===== config.mk =====
export PLATFORM = sky130hd
export DESIGN_NAME = tiled_led_matrix_xy_to_index_core
export DESIGN_NICKNAME = d
export VERILOG_FILES = /design/src/rtl/core/tlxy_pkg.sv /design/src/rtl/core/tlxy_cfg.sv /design/src/rtl/core/tlxy_div.sv /design/src/rtl/core/tlxy_map.sv /design/src/rtl/core/tiled_led_matrix_xy_to_index_core.sv
export SDC_FILE = /design/constraint.sdc
export NUM_CORES = 1
export LEC_CHECK = 0
export BUFFER_PORTS_ARGS = -buffer_cell sky130_fd_sc_hd__buf_2
export CAP_MARGIN = 20
export CORE_MARGIN = 5
export CORE_UTILIZATION = 35
export CTS_CLUSTER_DIAMETER = 200
export DETAILED_ROUTE_END_ITERATION = 12
export PLACE_DENSITY = 0.51
export SYNTH_ARGS = -nofsm -noshare
export SYNTH_HDL_FRONTEND = slang
export SYNTH_SLANG_ARGS = --single-unit

===== constraint.sdc =====
create_clock -name clk -period 21.7 [get_ports clk]
set_input_delay 4.34 -clock clk [delete_from_list [all_inputs] [get_ports clk]]
set_output_delay 4.34 -clock clk [all_outputs]
set_load 0.005 [all_outputs]

===== src/rtl/core/tlxy_pkg.sv =====
// Shared types, widths and register codes for the tiled LED matrix index mapper.
// Holds the derived-configuration function used by the config block at reset and run time.
// No dependencies.
package tlxy_pkg;

	localparam int unsigned PX_W       = 10;
	localparam int unsigned IDX_W      = 20;
	localparam int unsigned LAYOUT_W   = 4;
	localparam int unsigned SIDE_W     = 7;
	localparam int unsigned COUNT_W    = 5;
	localparam int unsigned LIM_W      = SIDE_W + COUNT_W;
	localparam int unsigned AREA_W     = 2 * SIDE_W;
	localparam int unsigned CFG_DATA_W = 7;
	localparam int unsigned CFG_ADDR_W = 3;

	localparam int unsigned DEF_MAX_TILE_SIDE  = 64;
	localparam int unsigned DEF_MAX_TILE_COUNT = 16;

	// bit positions within a layout code
	localparam int unsigned LAY_COLUMN  = 0;
	localparam int unsigned LAY_SNAKE   = 1;
	localparam int unsigned LAY_HMIRROR = 2;
	localparam int unsigned LAY_VMIRROR = 3;

	typedef enum logic [CFG_ADDR_W-1:0] {
		REG_PIXEL_LAYOUT = 3'd0,
		REG_TILE_LAYOUT  = 3'd1,
		REG_TILE_WIDTH   = 3'd2,
		REG_TILE_HEIGHT  = 3'd3,
		REG_TILES_ACROSS = 3'd4,
		REG_TILES_DOWN   = 3'd5
	} tlxy_reg_t;

	typedef struct packed {
		logic [LAYOUT_W-1:0] pixel_layout;
		logic [LAYOUT_W-1:0] tile_layout;
		logic [SIDE_W-1:0]   tile_width;
		logic [SIDE_W-1:0]   tile_height;
		logic [COUNT_W-1:0]  tiles_across;
		logic [COUNT_W-1:0]  tiles_down;
	} tlxy_regs_t;

	// clamped sizes plus the products the datapath needs
	typedef struct packed {
		logic [LAYOUT_W-1:0] pixel_layout;
		logic [LAYOUT_W-1:0] tile_layout;
		logic [SIDE_W-1:0]   tile_w;
		logic [SIDE_W-1:0]   tile_h;
		logic [COUNT_W-1:0]  tiles_x;
		logic [COUNT_W-1:0]  tiles_y;
		logic [LIM_W-1:0]    lim_x;
		logic [LIM_W-1:0]    lim_y;
		logic [AREA_W-1:0]   area;
	} tlxy_cfg_t;

	localparam tlxy_regs_t REGS_RST = '{
		pixel_layout: '0,
		tile_layout:  '0,
		tile_width:   SIDE_W'(16),
		tile_height:  SIDE_W'(16),
		tiles_across: COUNT_W'(1),
		tiles_down:   COUNT_W'(1)
	};

	function automatic logic [SIDE_W-1:0] clamp_side(input logic [SIDE_W-1:0] v,
			input int unsigned hi);
		logic [SIDE_W-1:0] r;
		if (v == '0) begin
			r = SIDE_W'(1);
		end else if (32'(v) > hi) begin
			r = SIDE_W'(hi);
		end else begin
			r = v;
		end
		return r;
	endfunction

	function automatic logic [COUNT_W-1:0] clamp_count(input logic [COUNT_W-1:0] v,
			input int unsigned hi);
		logic [COUNT_W-1:0] r;
		if (v == '0) begin
			r = COUNT_W'(1);
		end else if (32'(v) > hi) begin
			r = COUNT_W'(hi);
		end else begin
			r = v;
		end
		return r;
	endfunction

	function automatic tlxy_cfg_t derive_cfg(input tlxy_regs_t regs,
			input int unsigned max_side, input int unsigned max_count);
		tlxy_cfg_t c;
		c.pixel_layout = regs.pixel_layout;
		c.tile_layout  = regs.tile_layout;
		c.tile_w       = clamp_side(regs.tile_width, max_side);
		c.tile_h       = clamp_side(regs.tile_height, max_side);
		c.tiles_x      = clamp_count(regs.tiles_across, max_count);
		c.tiles_y      = clamp_count(regs.tiles_down, max_count);
		c.lim_x        = LIM_W'(c.tile_w) * LIM_W'(c.tiles_x);
		c.lim_y        = LIM_W'(c.tile_h) * LIM_W'(c.tiles_y);
		c.area         = AREA_W'(c.tile_w) * AREA_W'(c.tile_h);
		return c;
	endfunction

endpackage


===== src/rtl/core/tlxy_cfg.sv =====
// Configuration registers and their registered, clamped derivatives.
// Depends on tlxy_pkg.
module tlxy_cfg #(
	parameter int unsigned MAX_TILE_SIDE  = tlxy_pkg::DEF_MAX_TILE_SIDE,
	parameter int unsigned MAX_TILE_COUNT = tlxy_pkg::DEF_MAX_TILE_COUNT
) (
	input  logic                                clk,
	input  logic                                arst_n,
	input  logic                                cfg_we,
	input  logic [tlxy_pkg::CFG_ADDR_W-1:0]     cfg_addr,
	input  logic [tlxy_pkg::CFG_DATA_W-1:0]     cfg_wdata,
	output tlxy_pkg::tlxy_cfg_t                 cfg
);
	import tlxy_pkg::*;

	tlxy_regs_t regs_q;
	tlxy_regs_t regs_d;
	tlxy_cfg_t  cfg_q;

	always_comb begin
		regs_d = regs_q;
		if (cfg_we) begin
			case (cfg_addr)
				REG_PIXEL_LAYOUT: regs_d.pixel_layout = cfg_wdata[LAYOUT_W-1:0];
				REG_TILE_LAYOUT:  regs_d.tile_layout  = cfg_wdata[LAYOUT_W-1:0];
				REG_TILE_WIDTH:   regs_d.tile_width   = cfg_wdata[SIDE_W-1:0];
				REG_TILE_HEIGHT:  regs_d.tile_height  = cfg_wdata[SIDE_W-1:0];
				REG_TILES_ACROSS: regs_d.tiles_across = cfg_wdata[COUNT_W-1:0];
				REG_TILES_DOWN:   regs_d.tiles_down   = cfg_wdata[COUNT_W-1:0];
				default: ;
			endcase
		end
	end

	always_ff @(posedge clk or negedge arst_n) begin
		if (!arst_n) begin
			regs_q <= REGS_RST;
		end else begin
			regs_q <= regs_d;
		end
	end

	// clamp and precompute limits and tile area together with the write
	always_ff @(posedge clk or negedge arst_n) begin
		if (!arst_n) begin
			cfg_q <= derive_cfg(REGS_RST, MAX_TILE_SIDE, MAX_TILE_COUNT);
		end else begin
			cfg_q <= derive_cfg(regs_d, MAX_TILE_SIDE, MAX_TILE_COUNT);
		end
	end

	assign cfg = cfg_q;

endmodule


===== src/rtl/core/tlxy_div.sv =====
// Pipelined restoring divider: one quotient bit per stage, narrow quotient.
// Depends on tlxy_pkg; valid for dividends below den * 2**QW.
module tlxy_div #(
	parameter int unsigned QW = 4,
	parameter int unsigned RW = 6
) (
	input  logic                          clk,
	input  logic                          en,
	input  logic [tlxy_pkg::PX_W-1:0]     num,
	input  logic [tlxy_pkg::SIDE_W-1:0]   den,
	output logic [QW-1:0]                 quo,
	output logic [RW-1:0]                 rem
);
	import tlxy_pkg::*;

	localparam int unsigned DW = (PX_W > SIDE_W + QW) ? PX_W : SIDE_W + QW;

	logic [DW-1:0] rem_s [QW];
	logic [QW-1:0] quo_s [QW];

	for (genvar k = 0; k < QW; k++) begin : g_stage
		localparam int unsigned B = QW - 1 - k;
		logic [DW-1:0] rem_in;
		logic [DW-1:0] shifted;
		logic [QW-1:0] quo_in;

		if (k == 0) begin : g_first
			assign rem_in = DW'(num);
			assign quo_in = '0;
		end else begin : g_next
			assign rem_in = rem_s[k-1];
			assign quo_in = quo_s[k-1];
		end

		assign shifted = DW'(den) << B;

		always_ff @(posedge clk) begin
			if (en) begin
				if (rem_in >= shifted) begin
					rem_s[k] <= rem_in - shifted;
					quo_s[k] <= quo_in | (QW'(1) << B);
				end else begin
					rem_s[k] <= rem_in;
					quo_s[k] <= quo_in;
				end
			end
		end
	end

	assign quo = quo_s[QW-1];
	assign rem = RW'(rem_s[QW-1]);

endmodule


===== src/rtl/core/tlxy_map.sv =====
// Two-stage block mapper: mirror and snake fold, then major * extent + minor.
// Depends on tlxy_pkg for the layout bit positions.
module tlxy_map #(
	parameter int unsigned CRD_W = 4,
	parameter int unsigned EXT_W = 5
) (
	input  logic                                clk,
	input  logic                                en,
	input  logic [tlxy_pkg::LAYOUT_W-1:0]       layout,
	input  logic [EXT_W-1:0]                    ext_x,
	input  logic [EXT_W-1:0]                    ext_y,
	input  logic [CRD_W-1:0]                    crd_x,
	input  logic [CRD_W-1:0]                    crd_y,
	output logic [2*CRD_W-1:0]                  pos
);
	import tlxy_pkg::*;

	localparam int unsigned MW  = (CRD_W > EXT_W) ? CRD_W : EXT_W;
	localparam int unsigned PRW = CRD_W + EXT_W;

	logic             col, snake, hm, vm;
	logic [CRD_W-1:0] major, minor, major_m, minor_m;
	logic [EXT_W-1:0] major_ext, minor_ext;
	logic             major_mir, minor_mir, flip;

	logic [CRD_W-1:0]   major_s1, minor_s1;
	logic [EXT_W-1:0]   ext_s1;
	logic [2*CRD_W-1:0] pos_s2;

	always_comb begin
		col       = layout[LAY_COLUMN];
		snake     = layout[LAY_SNAKE];
		hm        = layout[LAY_HMIRROR];
		vm        = layout[LAY_VMIRROR];
		major     = col ? crd_x : crd_y;
		minor     = col ? crd_y : crd_x;
		major_ext = col ? ext_x : ext_y;
		minor_ext = col ? ext_y : ext_x;
		major_mir = col ? hm : vm;
		minor_mir = col ? vm : hm;
		major_m   = major_mir ? CRD_W'(MW'(major_ext) - MW'(1) - MW'(major)) : major;
		// odd lines run backwards when snaking
		flip      = minor_mir ^ (snake & major_m[0]);
		minor_m   = flip ? CRD_W'(MW'(minor_ext) - MW'(1) - MW'(minor)) : minor;
	end

	always_ff @(posedge clk) begin
		if (en) begin
			major_s1 <= major_m;
			minor_s1 <= minor_m;
			ext_s1   <= minor_ext;
			pos_s2   <= (2*CRD_W)'(PRW'(major_s1) * PRW'(ext_s1) + PRW'(minor_s1));
		end
	end

	assign pos = pos_s2;

endmodule


===== src/rtl/core/tiled_led_matrix_xy_to_index_core.sv =====
// Tiled LED matrix coordinate to LED string index mapper, top level.
// Input channel: in_valid/in_ready with px_x, px_y. Output channel: out_valid/out_ready
// with led_index and out_of_range. A transfer happens when valid and ready are both high.
// Configuration: cfg_we writes cfg_wdata to register cfg_addr (0 pixel layout, 1 tile
// layout, 2 tile width, 3 tile height, 4 tiles across, 5 tiles down); other addresses
// are ignored. Write only while no item is in flight; the clamped values are registered
// with the write and apply from the next transfer on.
// The pipeline has one input register, one divider stage per tile-coordinate bit
// (QW = log2 MAX_TILE_COUNT), two mapping stages, one multiply stage and the output
// register. Throughput is one coordinate per cycle while the output is not stalled.
// When out_ready is low while a result waits, every stage holds and in_ready drops;
// nothing is lost or repeated. A coordinate outside the tile grid yields index zero
// with out_of_range set.
// Reset clears all valid bits and returns the registers to their defaults:
// 16 x 16 pixel tiles, one tile, row order, no snake, no mirror.
module tiled_led_matrix_xy_to_index_core #(
	parameter int unsigned MAX_TILE_SIDE  = tlxy_pkg::DEF_MAX_TILE_SIDE,
	parameter int unsigned MAX_TILE_COUNT = tlxy_pkg::DEF_MAX_TILE_COUNT
) (
	input  logic                              clk,
	input  logic                              arst_n,
	input  logic                              cfg_we,
	input  logic [tlxy_pkg::CFG_ADDR_W-1:0]   cfg_addr,
	input  logic [tlxy_pkg::CFG_DATA_W-1:0]   cfg_wdata,
	input  logic                              in_valid,
	output logic                              in_ready,
	input  logic [tlxy_pkg::PX_W-1:0]         px_x,
	input  logic [tlxy_pkg::PX_W-1:0]         px_y,
	output logic                              out_valid,
	input  logic                              out_ready,
	output logic [tlxy_pkg::IDX_W-1:0]        led_index,
	output logic                              out_of_range
);
	import tlxy_pkg::*;

	localparam int unsigned QW    = (MAX_TILE_COUNT > 1) ? $clog2(MAX_TILE_COUNT) : 1;
	localparam int unsigned RW    = (MAX_TILE_SIDE > 1) ? $clog2(MAX_TILE_SIDE) : 1;
	localparam int unsigned LAT   = QW + 5;
	localparam int unsigned PRODW = AREA_W + 2 * QW;

	tlxy_cfg_t cfg;
	logic      en;
	logic      oor_in;

	logic [LAT-1:0] vld_q;
	logic [LAT-1:0] oor_q;

	logic [PX_W-1:0]    x_s1, y_s1;
	logic [QW-1:0]      tx, ty;
	logic [RW-1:0]      rx, ry;
	logic [2*QW-1:0]    tile_pos;
	logic [2*RW-1:0]    offset;
	logic [PRODW-1:0]   prod_s2;
	logic [2*RW-1:0]    offset_s2;
	logic [IDX_W-1:0]   led_index_s3;

	tlxy_cfg #(
		.MAX_TILE_SIDE (MAX_TILE_SIDE),
		.MAX_TILE_COUNT(MAX_TILE_COUNT)
	) u_cfg (
		.clk      (clk),
		.arst_n   (arst_n),
		.cfg_we   (cfg_we),
		.cfg_addr (cfg_addr),
		.cfg_wdata(cfg_wdata),
		.cfg      (cfg)
	);

	// whole pipeline advances unless a finished result is held
	assign en       = !vld_q[LAT-1] || out_ready;
	assign in_ready = en;
	assign oor_in   = (LIM_W'(px_x) >= cfg.lim_x) || (LIM_W'(px_y) >= cfg.lim_y);

	always_ff @(posedge clk or negedge arst_n) begin
		if (!arst_n) begin
			vld_q <= '0;
		end else if (en) begin
			vld_q <= {vld_q[LAT-2:0], in_valid};
		end
	end

	always_ff @(posedge clk) begin
		if (en) begin
			oor_q <= {oor_q[LAT-2:0], oor_in};
			x_s1  <= px_x;
			y_s1  <= px_y;
		end
	end

	tlxy_div #(.QW(QW), .RW(RW)) u_div_x (
		.clk(clk), .en(en), .num(x_s1), .den(cfg.tile_w), .quo(tx), .rem(rx)
	);

	tlxy_div #(.QW(QW), .RW(RW)) u_div_y (
		.clk(clk), .en(en), .num(y_s1), .den(cfg.tile_h), .quo(ty), .rem(ry)
	);

	tlxy_map #(.CRD_W(QW), .EXT_W(COUNT_W)) u_map_tile (
		.clk   (clk),
		.en    (en),
		.layout(cfg.tile_layout),
		.ext_x (cfg.tiles_x),
		.ext_y (cfg.tiles_y),
		.crd_x (tx),
		.crd_y (ty),
		.pos   (tile_pos)
	);

	tlxy_map #(.CRD_W(RW), .EXT_W(SIDE_W)) u_map_pixel (
		.clk   (clk),
		.en    (en),
		.layout(cfg.pixel_layout),
		.ext_x (cfg.tile_w),
		.ext_y (cfg.tile_h),
		.crd_x (rx),
		.crd_y (ry),
		.pos   (offset)
	);

	always_ff @(posedge clk) begin
		if (en) begin
			prod_s2      <= PRODW'(cfg.area) * PRODW'(tile_pos);
			offset_s2    <= offset;
			// drop the index of a coordinate outside the grid
			led_index_s3 <= oor_q[LAT-2] ? '0 : IDX_W'(prod_s2 + PRODW'(offset_s2));
		end
	end

	assign out_valid    = vld_q[LAT-1];
	assign led_index    = led_index_s3;
	assign out_of_range = oor_q[LAT-1];

`ifndef SYNTH
	a_oor_zero: assert property (@(posedge clk) disable iff (!arst_n)
		out_valid && out_of_range |-> led_index == '0)
		else $error("out-of-range result carries a non-zero index");

	a_stall_holds: assert property (@(posedge clk) disable iff (!arst_n)
		!en |=> $stable(vld_q))
		else $error("valid bits moved during a stall");

	a_cfg_clamped: assert property (@(posedge clk) disable iff (!arst_n)
		cfg.tile_w != '0 && cfg.tile_h != '0 && cfg.tiles_x != '0 && cfg.tiles_y != '0)
		else $error("clamped tile geometry holds a zero");
`endif

endmodule

; Word-level counts from Yosys, hierarchy flattened
; Memories as Yosys holds them, arrays and structs flattened.
; Cells that the tools add are included.
[totals]
memories = 4
out_inout_bits = 23
input_bits = 35
ram_bits = 120
ff_bits = 236
wordCells = 199
[memory_table]
columns = memory, depth, word_bits, rd, rd_ports_with_merged_regs, wr, line_no
row1 = u_div_x.rem_s, 4, 11, 4, 0, 4, tlxy_div.sv:18  ; logic [DW-1:0] rem_s [QW];
row2 = u_div_y.rem_s, 4, 11, 4, 0, 4, tlxy_div.sv:18
row3 = u_div_x.quo_s, 4, 4, 4, 0, 4, tlxy_div.sv:19  ; logic [QW-1:0] quo_s [QW];
row4 = u_div_y.quo_s, 4, 4, 4, 0, 4, tlxy_div.sv:19
[classes]
multipliers = 6
n_lt_le_gt_ge = 14
eq_ne = 5
n_mux = 93
n_bitwise = 20
addsub = 19
reduce_logical = 10
[ops]
columns = operator, n
row1 = two-way mux 11 bit, 8
row2 = two-way mux 1 bit, 52
row3 = two-way mux 4 bit, 13
row4 = two-way mux 7 bit, 7
row5 = two-way mux 5 bit, 7
row6 = two-way mux 6 bit, 5
row7 = >= comparator 10 x 12 -> 1 bit, 2
row8 = multiplier 7 x 5 -> 12 bit, 2
row9 = two-way mux 24 bit, 1
row10 = >= comparator 11 x 7 -> 1 bit, 2
row11 = >= comparator 11 x 8 -> 1 bit, 2
row12 = >= comparator 11 x 9 -> 1 bit, 2
row13 = subtractor 10 x 10 -> 11 bit, 2
row14 = subtractor 11 x 7 -> 11 bit, 2
row15 = subtractor 11 x 8 -> 11 bit, 2
row16 = subtractor 11 x 9 -> 11 bit, 2
row17 = adder 20 x 12 -> 20 bit, 1
row18 = >= comparator 10 bit, 2
row19 = multiplier 14 x 8 -> 20 bit, 1
row20 = bitwise OR 1 bit, 16
row21 = "> comparator 7 bit, second input constant", 2
row22 = zero test 7 bit, 2
row23 = multiplier 7 x 7 -> 14 bit, 1
row24 = adder 12 x 6 -> 12 bit, 1
row25 = other kinds (18), 30

; Longest topological paths before layout
[depth]
ltp_word = 7
ltp_mapped = 23
ltp_nobuf = 21

; Modules after synthesis
; From an unflattened synthesis, not the netlist that was laid out.
[unflattened]
hier_cells = 2350
area_unflattened_um2 = 25684.6
[modules_own_cells]
columns = mod, n_inst, seq_area_each_um2, cells_per_inst, area_per_inst_um2
row1 = tiled_led_matrix_xy_to_index_core, 1, 2657.5, 683, 7400.8
row2 = tlxy_cfg, 1, 2290.9, 686, 6746.5
row3 = tlxy_div, 2, 1471.4, 264, 3228.1
row4 = tlxy_map (u_map_pixel), 1, 930.9, 290, 3211.8
row5 = tlxy_map (u_map_tile), 1, 630.6, 163, 1869.3

; Least setup slack after synthesis
; OpenSTA, ideal clock, no wires.
[synth_path]
path_kind = input port to output port
start = input out_ready
end = output in_ready
slack_ns = 6.381
path_stages = 3
t_arrival_ns = 10.979
required_time_ns = 17.360
cell_sequence = nor2b_1 > inv_1 > clkbuf_1
[synth_via]
elab_chain_cells = 1
[synth_rtl]
columns = element, line_no
row1 = from (decl), tiled_led_matrix_xy_to_index_core.sv:30  ; input logic out_ready,
row2 = logical OR 1 bit, tiled_led_matrix_xy_to_index_core.sv:70  ; assign en = !vld_q[LAT-1] || out_ready;
row3 = to (decl), tiled_led_matrix_xy_to_index_core.sv:26  ; output logic in_ready,
; No other way between the ends.

; Final worst setup path
[layout_path]
start = input cfg_addr[2] in the netlist's numbering
end = register u_cfg.cfg_q, in the netlist u_cfg.cfg[12]
[layout_via]
elab_chain_cells = 7
[layout_rtl]
columns = element, line_no
row1 = from (decl), tiled_led_matrix_xy_to_index_core.sv:23  ; input logic [tlxy_pkg::CFG_ADDR_W-1:0] cfg_addr,
row2 = equality test 3 x 2 -> 1 bit, tlxy_cfg.sv:23  ; case (cfg_addr)
row3 = two-way mux 7 bit, tlxy_cfg.sv:23
row4 = two-way mux 24 bit (*), tlxy_cfg.sv:22  ; if (cfg_we) begin
row5 = > comparator 7 bit, tlxy_pkg.sv:70  ; end else if (32'(v) > hi) begin
row6 = two-way mux 7 bit, tlxy_pkg.sv:70
row7 = two-way mux 7 bit, tlxy_pkg.sv:68  ; if (v == '0) begin
row8 = multiplier 7 x 7 -> 14 bit (*), tlxy_pkg.sv:102  ; c.area = AREA_W'(c.tile_w) * AREA_W'(c.tile_h);
row9 = to (signal assigned), tlxy_cfg.sv:46  ; cfg_q <= derive_cfg(REGS_RST, MAX_TILE_SIDE, MAX_TILE_COUNT);
row10 = to (signal assigned), tlxy_cfg.sv:48  ; cfg_q <= derive_cfg(regs_d, MAX_TILE_SIDE, MAX_TILE_COUNT);
row11 = to (decl), tlxy_cfg.sv:18  ; tlxy_cfg_t cfg_q;
; Mark *: on every way between the ends. The rest lies on a longest branch, timed or not.
; A chain may end at the register's enable or synchronous reset.

==> results.cfg <==
[clocking]
clock-sinks = 330
postCtsSetupBuffers = 0
cts_max_level = 2
cts.clk_slew.worst_paths_ps = 60
tritoncts = built
clock_latency_ps = 580
cts.path.max_buffers = 3
root_buffer = clkbuf_16
hold_buffers = 0
cts_made_buffers = 43
post_cts_resized = 0

[route]
drt_iter0_drc = 915
ant_nets = 0
wl_mm = 56.3
drc_errors = 0
post_drt_wl_per_cell_um = 16.4
vias = 16800
dr.pass1.iters = 5
routed_via_density = 4.88

[global_route]
met3_usage_pct = 1.75
met1_usage_pct = 19.2
grt_pass1_wl_mm = 92.5
use_met2_pct = 25.3
grt.total_usage_pct = 14.7
grt_pass1_vias = 17600
gr-total-overflow = 0
grt_max_degree = 74
antenna_found_initial = 0
grt_busiest_layer = met2

[yosys]
synth_cells = 2379
synth_commonest_cells = inv_1, nand2_1, ha_1
yosysMostFrequentCell = inv_1
ys_warn_count = 0
synthTopCellsByArea = edfxtp_1, fa_1, ha_1, dfrtp_1, inv_1
ys_ff_latch = 330
synth.largest_area_cell = edfxtp_1
synth_compound_area_share_pct = 8.80
seq_area_frac_synth_pct = 37.9
syn_avg_cell_area_um2 = 10.4
netlist-cell-type-count = 68
synth_top_area_share_pct = 27.9
synth_ff_type = edfxtp_1
synth_xor_area_share_pct = 4.02
yosys.area_share.simple_pct = 13.1
synth_edf_count = 231
netlist_area_um2 = 24800
synthMuxAreaShare_pct = 4.12
synthArstFlopShare_pct = 30.0
synthAdderAreaFrac_pct = 26.6
synth_top_family_by_area = adder cells
postSynthNetCount = 2841

[floorplanning]
rows = 97
initial_core_util_pct = 35.4
core-area_um2 = 70300
die_area_um2 = 76400
die_h_um = 276
io_pins = 58
die_w_um = 276

[timing]
drv_slew = 0
rsz0062_at_grt = false
worstMarginPinSlew_ps = 1030
worst_slack_ps = 11550
max_freq_ghz = 0.0985
hold_viol_final = 0
finalSetupTns_ps = 0
finalSetupViolations = 0
fin_crit_ps = 10150
timing.final.crit_share_pct = 46.8
finClkSkew_ps = 20.6
max_slew_margin_pct = 29.4

[place]
finalWeightedCongestion = 0.859
hpwl_mm = 43.9
preCtsSetupSlack_ps = 10580
numPortBuffers = 57

[finish]
layout-drive-gt1-share_pct = 8.32
nFillCells = 6872
num_antenna_cells = 0
nets = 2926
area_growth_pct = 11.7

[run]
cap_violations = 0

[setup_path]
cp_max_fo = 12
cp-start-kind = primary input
cp_data_required_time_ps = 22190
crit_path_end_kind = register
crit_type = in2reg
arrival_ps = 10650

[worst_hold_path]
hold_path_class = reg2reg

[status]
outcome = complete, no violations
-- logic make-up (layout without fill, tap and decap cells) --
family	after synthesis	in the layout
adders and majority gates	427	427
buffers and inverters	355	475
muxes	96	96
AOI/OAI and AO/OA	352	352
DFF	330	330
xor gates and xnor gates	114	114
and+or+nand+nor	705	705
-- metrics by stage --
step | hold slack [ps] | instances | utilization [%] | cell area, µm²
floorplan | 400 | 2379 | - | 24800
global placement | 403 | 3357 | 37.4 | 26300
detailed placement | 405 | 3357 | 37.4 | 26300
CTS | 416 | 3437 | 39.5 | 27700
global route | 419 | 3439 | 39.5 | 27800
finish | 417 | 3439 | 39.5 | 27800
-- area by class of cell --
class	instances	area, µm²	area share (%)
flip-flops and latches	330	9430	34.0
clock buffers	59	1240	4.47
inverters	325	1230	4.43
well taps	940	1180	4.24
multi-input cells	1694	14100	50.8
clock inverters	21	215	0.775
repair buffers	70	385	1.39
-- sequential cells by signal, indices dropped and copies added, names as in the netlist, 12 cells and up --
register and flops:
prod_s2 20, u_div_x.rem_s 39, offset_s2 12, u_map_pixel.pos 12, led_index 20, u_cfg.regs_q 28
u_cfg.cfg 62, u_div_y.rem_s 39
-- worst max-delay path, stage by stage --
cell	delay (ps)
buf_2	140
nand4b_1	540
mux2i_1	970
nand2_1	490
inv_1	260
nand2_1	110
fa_1	530
fa_1	550
inv_1	50
fa_1	480
inv_1	50
fa_1	480
inv_1	40
ha_1	320
o21a_1	230
a2111oi_0	610
o31ai_1	150
a21oi_1	190
xnor2_1	130
-- cell usage in the layout (no fill, tap or decap), drive strengths merged, types with 36 or more instances in the layout --
| master | instances |
|---|---|
| inv | 325 |
| nand2 | 272 |
| ha | 258 |
| edfxtp | 231 |
| nor2 | 175 |
| fa | 169 |
| a21oi | 112 |
| o21ai | 95 |
| dfrtp | 88 |
| xnor2 | 78 |
| and2 | 78 |
| buf | 70 |
| clkbuf | 59 |
| mux2i | 54 |
| nor3 | 48 |
| mux2 | 42 |
| xor2 | 36 |
-- final timing paths --
kind / start / end / slack (ps) / cells after the start
setup / recovery: cfg_addr[2] / u_cfg.cfg[12]$_DFF_PN0_ / 11550 / 19
hold / removal: u_map_pixel.pos[2]$_DFFE_PP_ / offset_s2[2]$_DFFE_PP_ / 420 / 0
setup reg to reg: u_cfg.cfg[61]$_DFF_PN0_ / u_cfg.cfg[12]$_DFF_PN0_ / 15240 / 19
hold reg to reg: u_map_pixel.pos[2]$_DFFE_PP_ / offset_s2[2]$_DFFE_PP_ / 420 / 0
max in group asynchronous: arst_n / u_cfg.cfg[5]$_DFF_PN0_ / 16800 / 2
min in group asynchronous: arst_n / u_cfg.regs_q[2]$_DFF_PN0_ / 3770 / 1
-- layer usage --
| layer | vias to the layer above | wire (µm) |
|---|---|---|
| met3 | 97 | 1680 |
| met5 | - | 0 |
| li1 | 8270 | - |
| met4 | 0 | 1980 |
| met1 | 8163 | 25300 |
| met2 | 262 | 27300 |
Power is left out: the tool's default activity adds up to more than one toggle a clock period on the data nets, which glitch-free logic cannot reach.
